===== config.mk =====
export PLATFORM = sky130hd
export DESIGN_NAME = grid_ring_neighbour_cells
export DESIGN_NICKNAME = d
export VERILOG_FILES = /design/src/sv/grnc_pkg.sv /design/src/sv/grid_ring_neighbour_cells.sv /design/src/sv/grnc_ctrl.sv /design/src/sv/grnc_dp.sv
export SDC_FILE = /design/constraint.sdc
export NUM_CORES = 1
export LEC_CHECK = 0
export BUFFER_PORTS_ARGS = -buffer_cell sky130_fd_sc_hd__buf_2
export CAP_MARGIN = 5
export CORE_MARGIN = 10
export CORE_UTILIZATION = 55
export CTS_BUF_LIST = sky130_fd_sc_hd__clkbuf_4 sky130_fd_sc_hd__clkbuf_8
export DETAILED_ROUTE_END_ITERATION = 12
export HOLD_SLACK_MARGIN = 0.06
export PLACE_DENSITY = 0.86
export SYNTH_ARGS = -nofsm -noshare
export SYNTH_HDL_FRONTEND = slang
export SYNTH_SLANG_ARGS = --single-unit

===== constraint.sdc =====
create_clock -name clk -period 5.3 [get_ports clk]
set_input_delay 0.53 -clock clk [delete_from_list [all_inputs] [get_ports clk]]
set_output_delay 0.53 -clock clk [all_outputs]
set_load 0.01 [all_outputs]

===== src/sv/grnc_pkg.sv =====
// Package: types, constants and codes shared by the ring cell lister.
`default_nettype none
package grnc_pkg;

	localparam int CELL_SIZE_DEF = 32;
	localparam int MAX_RING_DEF  = 3;
	localparam int MAX_GRID_DEF  = 64;

	localparam int COORD_W  = 6;
	localparam int RADIUS_W = 12;
	localparam int EXTENT_W = 7;
	// signed working width for center +/- ring offset
	localparam int SCOORD_W = 8;

	localparam int CFG_IDX_W  = 1;
	localparam int CFG_DATA_W = EXTENT_W;

	localparam logic [CFG_IDX_W-1:0] REG_GRID_WIDTH  = 1'd0;
	localparam logic [CFG_IDX_W-1:0] REG_GRID_HEIGHT = 1'd1;

	localparam logic [EXTENT_W-1:0] GRID_WIDTH_RST  = 7'd16;
	localparam logic [EXTENT_W-1:0] GRID_HEIGHT_RST = 7'd16;

	typedef struct packed {
		logic [COORD_W-1:0]  center_x;
		logic [COORD_W-1:0]  center_y;
		logic [RADIUS_W-1:0] radius;
	} req_t;

	typedef struct packed {
		logic [COORD_W-1:0] cell_x;
		logic [COORD_W-1:0] cell_y;
		logic               last;
	} cell_t;

	typedef enum logic [1:0] {
		ST_IDLE,
		ST_SCAN,
		ST_FLUSH
	} state_t;

	typedef enum logic [1:0] {
		SIDE_RIGHT,
		SIDE_LEFT,
		SIDE_TOP,
		SIDE_BOTTOM
	} side_t;

	typedef struct packed {
		logic load;
		logic step;
		logic flush;
	} cmd_t;

	typedef struct packed {
		logic cand_valid;
		logic cand_last;
		logic hold_full;
		logic out_free;
	} sts_t;

endpackage
`default_nettype wire


===== src/sv/grid_ring_neighbour_cells.sv =====
// Top level: ring-ordered neighbour cell lister with grid size registers.
//
// Usage: a request (center_x, center_y, radius) is a transfer on req_valid /
// req_stall / req_data. The block answers with a run of cell transfers on
// cell_valid / cell_stall / cell_data: the center cell first, then each ring
// outward (right column, left column, top row, bottom row), skipping ring cells
// outside the grid. The final cell of a request has last set.
// grid_width / grid_height are written through cfg_we, cfg_idx, cfg_wdata
// while the block is idle; other writes are not guarded.
// Timing: the scanner visits one candidate position per cycle while a stalled
// output does not hold it back, and a request holds the input side until
// every position of its R rings (R the ring count) has been scanned and the
// last cell flushed. A finished last cell may wait in the output register
// while the next request is taken.
// Reset clears the controller, the hold and output valid, and sets both
// grid registers to 16. A stalled output holds its cell and pauses the scanner at
// the next in-grid cell once the hold stage is also full.
`default_nettype none
module grid_ring_neighbour_cells
	import grnc_pkg::*;
#(
	parameter int CELL_SIZE = CELL_SIZE_DEF,
	parameter int MAX_RING  = MAX_RING_DEF,
	parameter int MAX_GRID  = MAX_GRID_DEF
) (
	input  wire logic                  clk,
	input  wire logic                  arst_n,
	input  wire logic                  req_valid,
	output logic                       req_stall,
	input  wire req_t                  req_data,
	output logic                       cell_valid,
	input  wire logic                  cell_stall,
	output cell_t                      cell_data,
	input  wire logic                  cfg_we,
	input  wire logic [CFG_IDX_W-1:0]  cfg_idx,
	input  wire logic [CFG_DATA_W-1:0] cfg_wdata
);

	logic [EXTENT_W-1:0] grid_width_q;
	logic [EXTENT_W-1:0] grid_height_q;
	cmd_t                cmd;
	sts_t                sts;

	always_ff @(posedge clk or negedge arst_n) begin
		if (!arst_n) begin
			grid_width_q  <= GRID_WIDTH_RST;
			grid_height_q <= GRID_HEIGHT_RST;
		end else if (cfg_we) begin
			case (cfg_idx)
				REG_GRID_WIDTH:  grid_width_q  <= cfg_wdata;
				REG_GRID_HEIGHT: grid_height_q <= cfg_wdata;
				default: begin
				end
			endcase
		end
	end

	grnc_ctrl u_ctrl (
		.clk       (clk),
		.arst_n    (arst_n),
		.req_valid (req_valid),
		.req_stall (req_stall),
		.sts       (sts),
		.cmd       (cmd)
	);

	grnc_dp #(
		.CELL_SIZE (CELL_SIZE),
		.MAX_RING  (MAX_RING),
		.MAX_GRID  (MAX_GRID)
	) u_dp (
		.clk         (clk),
		.arst_n      (arst_n),
		.req_data    (req_data),
		.grid_width  (grid_width_q),
		.grid_height (grid_height_q),
		.cmd         (cmd),
		.sts         (sts),
		.cell_valid  (cell_valid),
		.cell_stall  (cell_stall),
		.cell_data   (cell_data)
	);

endmodule
`default_nettype wire


===== src/sv/grnc_ctrl.sv =====
// Controller: sequences load, scan and final flush of one request.
`default_nettype none
module grnc_ctrl
	import grnc_pkg::*;
(
	input  wire logic clk,
	input  wire logic arst_n,
	input  wire logic req_valid,
	output logic      req_stall,
	input  wire sts_t sts,
	output cmd_t      cmd
);

	state_t state_q;
	state_t state_d;

	always_ff @(posedge clk or negedge arst_n) begin
		if (!arst_n) begin
			state_q <= ST_IDLE;
		end else begin
			state_q <= state_d;
		end
	end

	always_comb begin
		state_d   = state_q;
		cmd       = '0;
		req_stall = 1'b1;
		case (state_q)
			ST_IDLE: begin
				req_stall = 1'b0;
				if (req_valid) begin
					cmd.load = 1'b1;
					state_d  = ST_SCAN;
				end
			end
			ST_SCAN: begin
				// a valid candidate with a full hold needs a free output slot
				if (!(sts.cand_valid && sts.hold_full && !sts.out_free)) begin
					cmd.step = 1'b1;
					if (sts.cand_last) begin
						state_d = ST_FLUSH;
					end
				end
			end
			ST_FLUSH: begin
				if (sts.out_free) begin
					cmd.flush = 1'b1;
					state_d   = ST_IDLE;
				end
			end
			default: begin
				state_d = ST_IDLE;
			end
		endcase
	end

	a_flush_has_cell: assert property (@(posedge clk) disable iff (!arst_n)
		state_q == ST_FLUSH |-> sts.hold_full)
		else $error("flush state with empty hold");

	a_idle_hold_empty: assert property (@(posedge clk) disable iff (!arst_n)
		state_q == ST_IDLE |-> !sts.hold_full)
		else $error("hold still full while idle");

endmodule
`default_nettype wire


===== src/sv/grnc_dp.sv =====
// Datapath: ring scanner, bounds check, hold stage and output register.
`default_nettype none
module grnc_dp
	import grnc_pkg::*;
#(
	parameter int CELL_SIZE = CELL_SIZE_DEF,
	parameter int MAX_RING  = MAX_RING_DEF,
	parameter int MAX_GRID  = MAX_GRID_DEF
) (
	input  wire logic                clk,
	input  wire logic                arst_n,
	input  wire req_t                req_data,
	input  wire logic [EXTENT_W-1:0] grid_width,
	input  wire logic [EXTENT_W-1:0] grid_height,
	input  wire cmd_t                cmd,
	output sts_t                     sts,
	output logic                     cell_valid,
	input  wire logic                cell_stall,
	output cell_t                    cell_data
);

	localparam int RING_W  = $clog2(MAX_RING + 1);
	localparam int IW      = RING_W + 1;
	localparam int EXT_CAP = (MAX_GRID < 64) ? MAX_GRID : 64;
	localparam int NUM_W   = $clog2(2 * ((1 << RADIUS_W) - 1) + CELL_SIZE + 1);
	localparam logic signed [IW-1:0] I_ONE = 1;

	logic [COORD_W-1:0]   cx_q;
	logic [COORD_W-1:0]   cy_q;
	logic [RING_W-1:0]    rings_q;
	logic [RING_W-1:0]    r_q;
	side_t                side_q;
	logic signed [IW-1:0] i_q;
	logic                 centre_q;

	logic [COORD_W-1:0] hold_x_q;
	logic [COORD_W-1:0] hold_y_q;
	logic               hold_full_q;

	cell_t out_q;
	logic  out_valid_q;

	logic [NUM_W-1:0]        num;
	logic [RING_W-1:0]       ring_cnt;
	logic [EXTENT_W-1:0]     w_eff;
	logic [EXTENT_W-1:0]     h_eff;
	logic signed [SCOORD_W-1:0] cx_s;
	logic signed [SCOORD_W-1:0] cy_s;
	logic signed [SCOORD_W-1:0] r_c;
	logic signed [SCOORD_W-1:0] i_c;
	logic signed [SCOORD_W-1:0] cand_x;
	logic signed [SCOORD_W-1:0] cand_y;
	logic signed [IW-1:0]       r_s;
	logic                       x_ok;
	logic                       y_ok;
	logic                       cand_valid;
	logic                       end_side;
	logic                       cand_last;
	logic                       out_free;
	logic                       move;

	// ring count: floor((2*radius + CELL) / (2*CELL)) + 1, saturated
	always_comb begin
		num      = NUM_W'({req_data.radius, 1'b0}) + NUM_W'(CELL_SIZE);
		ring_cnt = RING_W'(1);
		for (int k = 1; k < MAX_RING; k++) begin
			if (num >= NUM_W'(2 * k * CELL_SIZE)) begin
				ring_cnt = RING_W'(k + 1);
			end
		end
	end

	assign w_eff = (grid_width > EXTENT_W'(EXT_CAP)) ? EXTENT_W'(EXT_CAP) : grid_width;
	assign h_eff = (grid_height > EXTENT_W'(EXT_CAP)) ? EXTENT_W'(EXT_CAP) : grid_height;

	assign r_s  = signed'({1'b0, r_q});
	assign cx_s = signed'({{(SCOORD_W - COORD_W){1'b0}}, cx_q});
	assign cy_s = signed'({{(SCOORD_W - COORD_W){1'b0}}, cy_q});
	assign r_c  = signed'({{(SCOORD_W - RING_W){1'b0}}, r_q});
	assign i_c  = signed'({{(SCOORD_W - IW){i_q[IW-1]}}, i_q});

	always_comb begin
		cand_x = cx_s;
		cand_y = cy_s;
		case (side_q)
			SIDE_RIGHT: begin
				cand_x = cx_s + r_c;
				cand_y = cy_s + i_c;
			end
			SIDE_LEFT: begin
				cand_x = cx_s - r_c;
				cand_y = cy_s + i_c;
			end
			SIDE_TOP: begin
				cand_x = cx_s + i_c;
				cand_y = cy_s + r_c;
			end
			SIDE_BOTTOM: begin
				cand_x = cx_s + i_c;
				cand_y = cy_s - r_c;
			end
			default: begin
				cand_x = cx_s;
				cand_y = cy_s;
			end
		endcase
		if (centre_q) begin
			cand_x = cx_s;
			cand_y = cy_s;
		end
	end

	assign x_ok       = !cand_x[SCOORD_W-1] && (cand_x[EXTENT_W-1:0] < w_eff);
	assign y_ok       = !cand_y[SCOORD_W-1] && (cand_y[EXTENT_W-1:0] < h_eff);
	assign cand_valid = centre_q || (x_ok && y_ok);

	assign end_side  = (side_q == SIDE_RIGHT || side_q == SIDE_LEFT) ? (i_q == r_s)
	                                                                : (i_q == r_s - I_ONE);
	assign cand_last = !centre_q && (side_q == SIDE_BOTTOM) && end_side && (r_q == rings_q);

	assign out_free = !out_valid_q || !cell_stall;
	assign move     = (cmd.step && cand_valid && hold_full_q) || cmd.flush;

	assign sts.cand_valid = cand_valid;
	assign sts.cand_last  = cand_last;
	assign sts.hold_full  = hold_full_q;
	assign sts.out_free   = out_free;

	// scanner position
	always_ff @(posedge clk) begin
		if (cmd.load) begin
			cx_q     <= req_data.center_x;
			cy_q     <= req_data.center_y;
			rings_q  <= ring_cnt;
			r_q      <= RING_W'(1);
			side_q   <= SIDE_RIGHT;
			i_q      <= -I_ONE;
			centre_q <= 1'b1;
		end else if (cmd.step) begin
			if (centre_q) begin
				centre_q <= 1'b0;
			end else if (end_side) begin
				case (side_q)
					SIDE_RIGHT: begin
						side_q <= SIDE_LEFT;
						i_q    <= -r_s;
					end
					SIDE_LEFT: begin
						side_q <= SIDE_TOP;
						i_q    <= I_ONE - r_s;
					end
					SIDE_TOP: begin
						side_q <= SIDE_BOTTOM;
						i_q    <= I_ONE - r_s;
					end
					default: begin
						side_q <= SIDE_RIGHT;
						r_q    <= r_q + RING_W'(1);
						i_q    <= -(r_s + I_ONE);
					end
				endcase
			end else begin
				i_q <= i_q + I_ONE;
			end
		end
	end

	// one-cell hold so the final cell can be flagged
	always_ff @(posedge clk or negedge arst_n) begin
		if (!arst_n) begin
			hold_full_q <= 1'b0;
		end else if (cmd.load || cmd.flush) begin
			hold_full_q <= 1'b0;
		end else if (cmd.step && cand_valid) begin
			hold_full_q <= 1'b1;
		end
	end

	always_ff @(posedge clk) begin
		if (cmd.step && cand_valid) begin
			hold_x_q <= cand_x[COORD_W-1:0];
			hold_y_q <= cand_y[COORD_W-1:0];
		end
	end

	always_ff @(posedge clk or negedge arst_n) begin
		if (!arst_n) begin
			out_valid_q <= 1'b0;
		end else if (move) begin
			out_valid_q <= 1'b1;
		end else if (!cell_stall) begin
			out_valid_q <= 1'b0;
		end
	end

	always_ff @(posedge clk) begin
		if (move) begin
			out_q.cell_x <= hold_x_q;
			out_q.cell_y <= hold_y_q;
			out_q.last   <= cmd.flush;
		end
	end

	assign cell_valid = out_valid_q;
	assign cell_data  = out_q;

	a_flush_full: assert property (@(posedge clk) disable iff (!arst_n)
		cmd.flush |-> hold_full_q)
		else $error("flush with no held cell");

	a_no_overwrite: assert property (@(posedge clk) disable iff (!arst_n)
		move |-> (!out_valid_q || !cell_stall))
		else $error("output register overwritten while stalled");

	a_ring_bound: assert property (@(posedge clk) disable iff (!arst_n)
		(cmd.step && !centre_q) |-> (r_q != '0 && r_q <= rings_q))
		else $error("ring index out of bounds");

endmodule
`default_nettype wire

Word-level counts from Yosys, hierarchy flattened
Cells that the tools add are included.

$add $sub $neg: 14. Multipliers: 0. Div/mod/pow operators: 0. Magnitude comparators: 6. Equality and inequality tests: 13. Shift-type cells: 0. Mux-type cells: 27. Bitwise operators: 3. Reductions and logical operators: 34.

Operator list (count): case mux 8 bit (3 select lines) (2); adder 7 x 3 -> 8 bit (2); two-way mux 8 bit (2); adder 13 x 6 -> 14 bit (second input constant) (1); adder 6 x 2 -> 7 bit (2); >= comparator 14 x 7 -> 1 bit (second input constant) (1); >= comparator 14 x 8 -> 1 bit (second input constant) (1); greater-than comparator 7 bit (second input constant) (2); < comparator 7 bit (2); two-way mux 7 bit (2); subtractor 6 x 2 -> 7 bit (2); two-way mux 1 bit (12); case mux 2 bit (3 select lines) (2); logical AND 1 bit (10); two-way mux 2 bit (5); AND reduction 4 bit (2); == test 2 bit (second input constant) (3); == test 3 bit (2); logical NOT 1 bit (6); inequality test 2 x 1 -> 1 bit (second input constant) (3); case mux 3 bit (2 select lines) (1); AND reduction 2 bit (3); OR reduction 2 bit (3); logical OR 1 bit (5); 16 further kinds (21).

Flip-flop bits (word level): 65. Bits in latches: 0. Bits in writable memories: 0. Bits in read-only memories: 0. Input port bits: 37. Memories: 0.

Logic depth before layout (Yosys ltp)
Word-level depth: 16. Depth in mapped cells: 18. Depth with buffers taken out: 18.

Cells and area by module
Synthesis repeated with hierarchy kept, for this count alone.

Cell total of the unflattened synthesis: 429. Area, all modules: 4430.5 µm².

By module, submodules not included: grnc_dp (times used 1, cells each 383, area each 3736.1 µm², sequential area each 1381.3 µm²); grid_ring_neighbour_cells (times used 1, cells each 31, area each 568.0 µm², sequential area each 352.8 µm²); grnc_ctrl (times used 1, cells each 15, area each 126.4 µm², sequential area each 50.0 µm²).

Least setup slack after synthesis
Ideal clock, no wire load.

Path kind: reg-to-reg. Start: register u_dp.r_q[1]. End: register u_dp.hold_x_q[0] (enable). Library setup time: 382 ps. Data arrival time: 4259 ps. Required time: 4918 ps. Slack: 659 ps. Cell stages (with the launch flop): 16. Path buffers: 0. Clock period less this slack: 4641 ps. Cells stage by stage: dfxtp_1 > inv_1 > fa_1 > nor3_1 > xor2_1 > a221oi_1 > a41oi_1 > o22a_1 > ha_1 > a21oi_1 > nor2b_1 > a2111oi_0 > nand4_1 > nor4_4 > o21ba_2 > nor2b_1.

Word-level cells in the longest chain between the ends: 12.

Ends and longest elaborated chain: start: declaration (line grnc_dp.sv:31) `logic [RING_W-1:0] r_q;`; start signal: assignment (line grnc_dp.sv:158) `r_q <= r_q + RING_W'(1);`; subtractor 6 x 2 -> 7 bit or adder 6 x 2 -> 7 bit (tied branches) (line grnc_dp.sv:91, grnc_dp.sv:87); case mux 8 bit (3 select lines) (*) (line grnc_dp.sv:85) `case (side_q)`; two-way mux 8 bit (*) (line grnc_dp.sv:107) `if (centre_q) begin`; net u_dp.cand_x[4] (line grnc_dp.sv:51) `logic signed [SCOORD_W-1:0] cand_x;`; < comparator 7 bit (*) (line grnc_dp.sv:113) `assign x_ok = !cand_x[SCOORD_W-1] && (cand_x[EXTENT_W-1:0] < w_eff);`; logical AND 1 bit (*) (line grnc_dp.sv:113); logical AND 1 bit (*) (line grnc_dp.sv:115) `assign cand_valid = centre_q || (x_ok && y_ok);`; logical OR 1 bit (*) (line grnc_dp.sv:115); logical AND 1 bit (2 in series) (line grnc_ctrl.sv:39) `if (!(sts.cand_valid && sts.hold_full && !sts.out_free)) begin`; two-way mux 1 bit (line grnc_ctrl.sv:39); two-way mux 1 bit (line grnc_ctrl.sv:29) `case (state_q)`; logical AND 1 bit (*) (line grnc_dp.sv:180) `if (cmd.step && cand_valid) begin`; end signal: assignment (line grnc_dp.sv:181) `hold_x_q <= cand_x[COORD_W-1:0];`; end: declaration (line grnc_dp.sv:36) `logic [COORD_W-1:0] hold_x_q;`.

The timed path passes the listed nets; every way through them passes the cells marked *. A chain may end at the register's enable or synchronous reset.

Final worst setup path
Start: register u_dp.r_q[1]. End: register u_dp.out_q, in the netlist u_dp.cell_data[7] (enable).

Word-level cells in the longest chain between the ends: 14.

Ends and longest elaborated chain: subtractor 6 x 2 -> 7 bit or adder 6 x 2 -> 7 bit (tied branches) (line grnc_dp.sv:100, grnc_dp.sv:96); case mux 8 bit (3 select lines) (*) (line grnc_dp.sv:85); two-way mux 8 bit (*) (line grnc_dp.sv:107); net u_dp.cand_y[3] (line grnc_dp.sv:52) `logic signed [SCOORD_W-1:0] cand_y;`; < comparator 7 bit (*) (line grnc_dp.sv:114) `assign y_ok = !cand_y[SCOORD_W-1] && (cand_y[EXTENT_W-1:0] < h_eff);`; logical AND 1 bit (*) (line grnc_dp.sv:114); logical AND 1 bit (*) (line grnc_dp.sv:115); logical OR 1 bit (*) (line grnc_dp.sv:115); logical AND 1 bit (2 in series) (line grnc_ctrl.sv:39); two-way mux 1 bit (line grnc_ctrl.sv:39); two-way mux 1 bit (line grnc_ctrl.sv:29); logical AND 1 bit (*) (2 in series) (line grnc_dp.sv:122) `assign move = (cmd.step && cand_valid && hold_full_q) || cmd.flush;`; logical OR 1 bit (*) (line grnc_dp.sv:122); net u_dp.move (line grnc_dp.sv:60) `logic move;`; end: declaration (line grnc_dp.sv:40) `cell_t out_q;`.

Marks and branches as above.

==> reports/qor.txt <==
Post-Syn Nets -> 516
Pre-CTS setup slack -> 0.492 ns
Setup Skew -> 0.00522 ns
Worst IR Drop VDD -> 0.249 mV
Site Rows -> 32
Die area -> 0.0120 mm2
Status -> complete, no violations
Proportion of layout cells with a drive suffix above 1 -> 19.7%
EDFF count, synth -> 39
Mapped cell area -> 0.00439 mm2
Most used cell, CP -> ha_1
Setup Crit Path Kind -> reg -> reg
Routed wire length per instance -> 17.7 um
Sequential power share -> 30.2%
Sw power -> 1.26 mW
Comb pwr share -> 52.3%
Synth top area cells -> edfxtp_1 27%, ha_1 12%, dfrtp_1 9.1%
Post-layout utilization of the core -> 64.2%
Initial antenna violation count -> 0
Worst-path fanout max -> 13
Int Pwr -> 1.76 mW
Measured slew at the worst slew-check pin -> 0.751 ns
Clock buffer depth -> 2
Synth top area share -> 26.7%
I/O Buffers -> 51
First-pass GRT wire length -> 17.1 mm
Dpl hpwl -> 7.85 mm
Sequential fraction of the synthesis area -> 40.6%
Leak pwr -> 2.05 nW
Area leader, netlist -> edfxtp_1
Setup WS post-layout -> 0.411 ns
Fin crit share -> 92.2%
Slowest cell on the critical path -> dfxtp_1
Crit-path cells -> inv_1 > ha_1 > a211oi_1 > nand2_1 > o22ai_1 > a21oi_1 > o2bb2ai_1 > ha_1 > nand3_1 > nor2_1 > a2111oi_0 > nand4_1 > nor4_4 > o21ba_2 > a31o_1
Antenna Cells -> 0
Slew headroom -> 50.0%
Routability Congestion -> 0.942
Max-slew violations -> 0
Post-CTS Hold Buffers -> 0
Num Clock Sinks -> 65
Initial Utilization -> 56.8%
# Post-CTS Setup Buffers -> 0
Nets@finish -> 563
Fmax -> 0.205 GHz
Post-synthesis cell type count -> 61
Clock Power Share -> 17.5%
Fin cells -> 584
Commonest cells in the netlist -> 43 x ha_1, 40 x nand2_1, 39 x edfxtp_1
RSZ-0062 raised after global routing -> false
H-Tree Depth -> 3
Syn Area/Cell -> 10.2 um2
Post-Syn Instances -> 430
Via density -> 6.06
Req. time, crit path -> 5.29 ns
Worst skew pair latency -> 0.35 ns
MaxCap Viol Count -> 0
Reg clk slew, reported paths -> 0.08 ns
Synth Flop Type -> edfxtp_1
Synth Register Bits -> 65
Fin. Hold Viols -> 0
Setup TNS Final -> 0 ns
Design Power -> 3.02 mW
Post-Route WL -> 10.3 mm
Post-DRT Antenna Nets -> 0
Die X -> 109 um
Fin crit period -> 4.89 ns
DP Area -> 0.00471 mm2
Crit end category -> flop
Arr. time, crit path -> 4.88 ns
Via count -> 3540
Die height -> 109 um
Vias in the first global route -> 3592
Core Region -> 0.00773 mm2
Final Setup Violations -> 0
CP Launch Type -> flop
Hold Crit Class -> in -> async
Resized cells post-CTS -> 0
Root buffer cell -> clkbuf_8
Crit path max-delay family -> compound AO/OA/AOI/OAI gates
Inserted Clock Buffers -> 9
Residual DRC -> 0
CTS tree -> built
Buf+Inv Stages, Crit Path -> 1
Tot GR Track Use -> 18.1%
Switching Share -> 41.8%
Violation count after the first detailed-route iteration -> 269
Cell area power density -> 608 mW/mm2
Worst hold slack -> 0.0994 ns
Top-count cell post-synth -> ha_1
Gr ovfl total -> 0
Fin area -> 0.00496 mm2
Area delta synth->final -> 13.1%
I/O Pins -> 52
Detailed Routing Iterations Pass 1 -> 5
# placed instances -> 568
Largest net degree at the start of global routing -> 26
Synth warn -> 0
Crit path largest cell delay -> 0.63 ns
Async SR Flop Fraction -> 27.7%
==> power groups by stage <==
stage / Clock [mW] / Combinational, mW / Sequential [mW]
2_1_floorplan: 0 / 1.12 / 0.916
3_3_place_gp: 0 / 1.46 / 0.908
3_5_place_dp: 0 / 1.54 / 0.921
4_1_cts: 0.532 / 1.56 / 0.911
5_1_grt: 0.555 / 1.75 / 0.933
6_report: 0.527 / 1.58 / 0.912
==> layout by cell type, fill, tap and decap left out, types with 8 or more instances in the layout <==
master / Yosys / routed
nor2_1: 19 / 19
nor2b_1: 11 / 11
edfxtp_1: 39 / 39
a211oi_1: 9 / 9
clkbuf_8: 0 / 9
a21oi_1: 26 / 26
ha_1: 43 / 43
nand3_1: 10 / 10
mux2_2: 13 / 13
dfrtp_1: 16 / 16
xnor2_1: 11 / 11
o21ai_0: 24 / 24
dfxtp_1: 8 / 8
inv_1: 27 / 27
nand2_1: 40 / 40
buf_2: 2 / 51
==> kinds of logic after synthesis <==
| kind of cell | after synthesis | share of synthesized area, % |
|---|---|---|
| and+or+nand+nor | 117 | 13.5 |
| adders and majority gates | 49 | 15.0 |
| DFF | 65 | 40.6 |
| buffers and inverters | 46 | 4.33 |
| xor gates and xnor gates | 17 | 3.39 |
| muxes | 19 | 4.70 |
| AOI/OAI and AO/OA | 117 | 18.5 |
==> final cells by class <==
cell class                 count  area, um2
clock buffer                   9        124
clock inverter                 7        125
fill                         602       2770
inverter                      27        101
multi-input combinational    319       2410
sequential                    65       1780
tap                          102        128
timing repair buffer          55        285
==> routing by layer <==
layer  up-vias  GRT usage, %  wire length (um)
met5         -          1.26                 0
met4         0          9.01               337
met3        27          5.32               852
met2       157          30.4              5180
met1      1682          20.6              3960
li1       1674             -                 -
==> path summary, 6_finish.rpt <==
kind	start	to	slack [ns]	depth (start not counted)
setup / recovery	u_dp.r_q[1]$_SDFFE_PP0P_	u_dp.cell_data[7]$_DFFE_PP_	0.41	15
hold / removal	arst_n	grid_height_q[6]$_DFFE_PN0P_	0.1	1
setup reg to reg	u_dp.r_q[1]$_SDFFE_PP0P_	u_dp.cell_data[7]$_DFFE_PP_	0.41	15
hold reg to reg	u_dp.hold_x_q[4]$_DFFE_PP_	u_dp.cell_data[11]$_DFFE_PP_	0.42	0
max in group asynchronous	arst_n	grid_height_q[4]$_DFFE_PN1P_	4.88	1
min in group clk	req_data[14]	u_dp.cy_q[2]$_DFFE_PP_	0.35	1
==> flip-flops by register name, summed over array words and instances, names as in the netlist, 3 cells and up <==
register,flops
grid_width_q,7
u_dp.hold_y_q,6
u_dp.cell_data,13
u_dp.cy_q,6
u_dp.i_q,3
u_dp.hold_x_q,6
u_dp.cx_q,6
grid_height_q,7
Power figures use the tool's default switching activity.
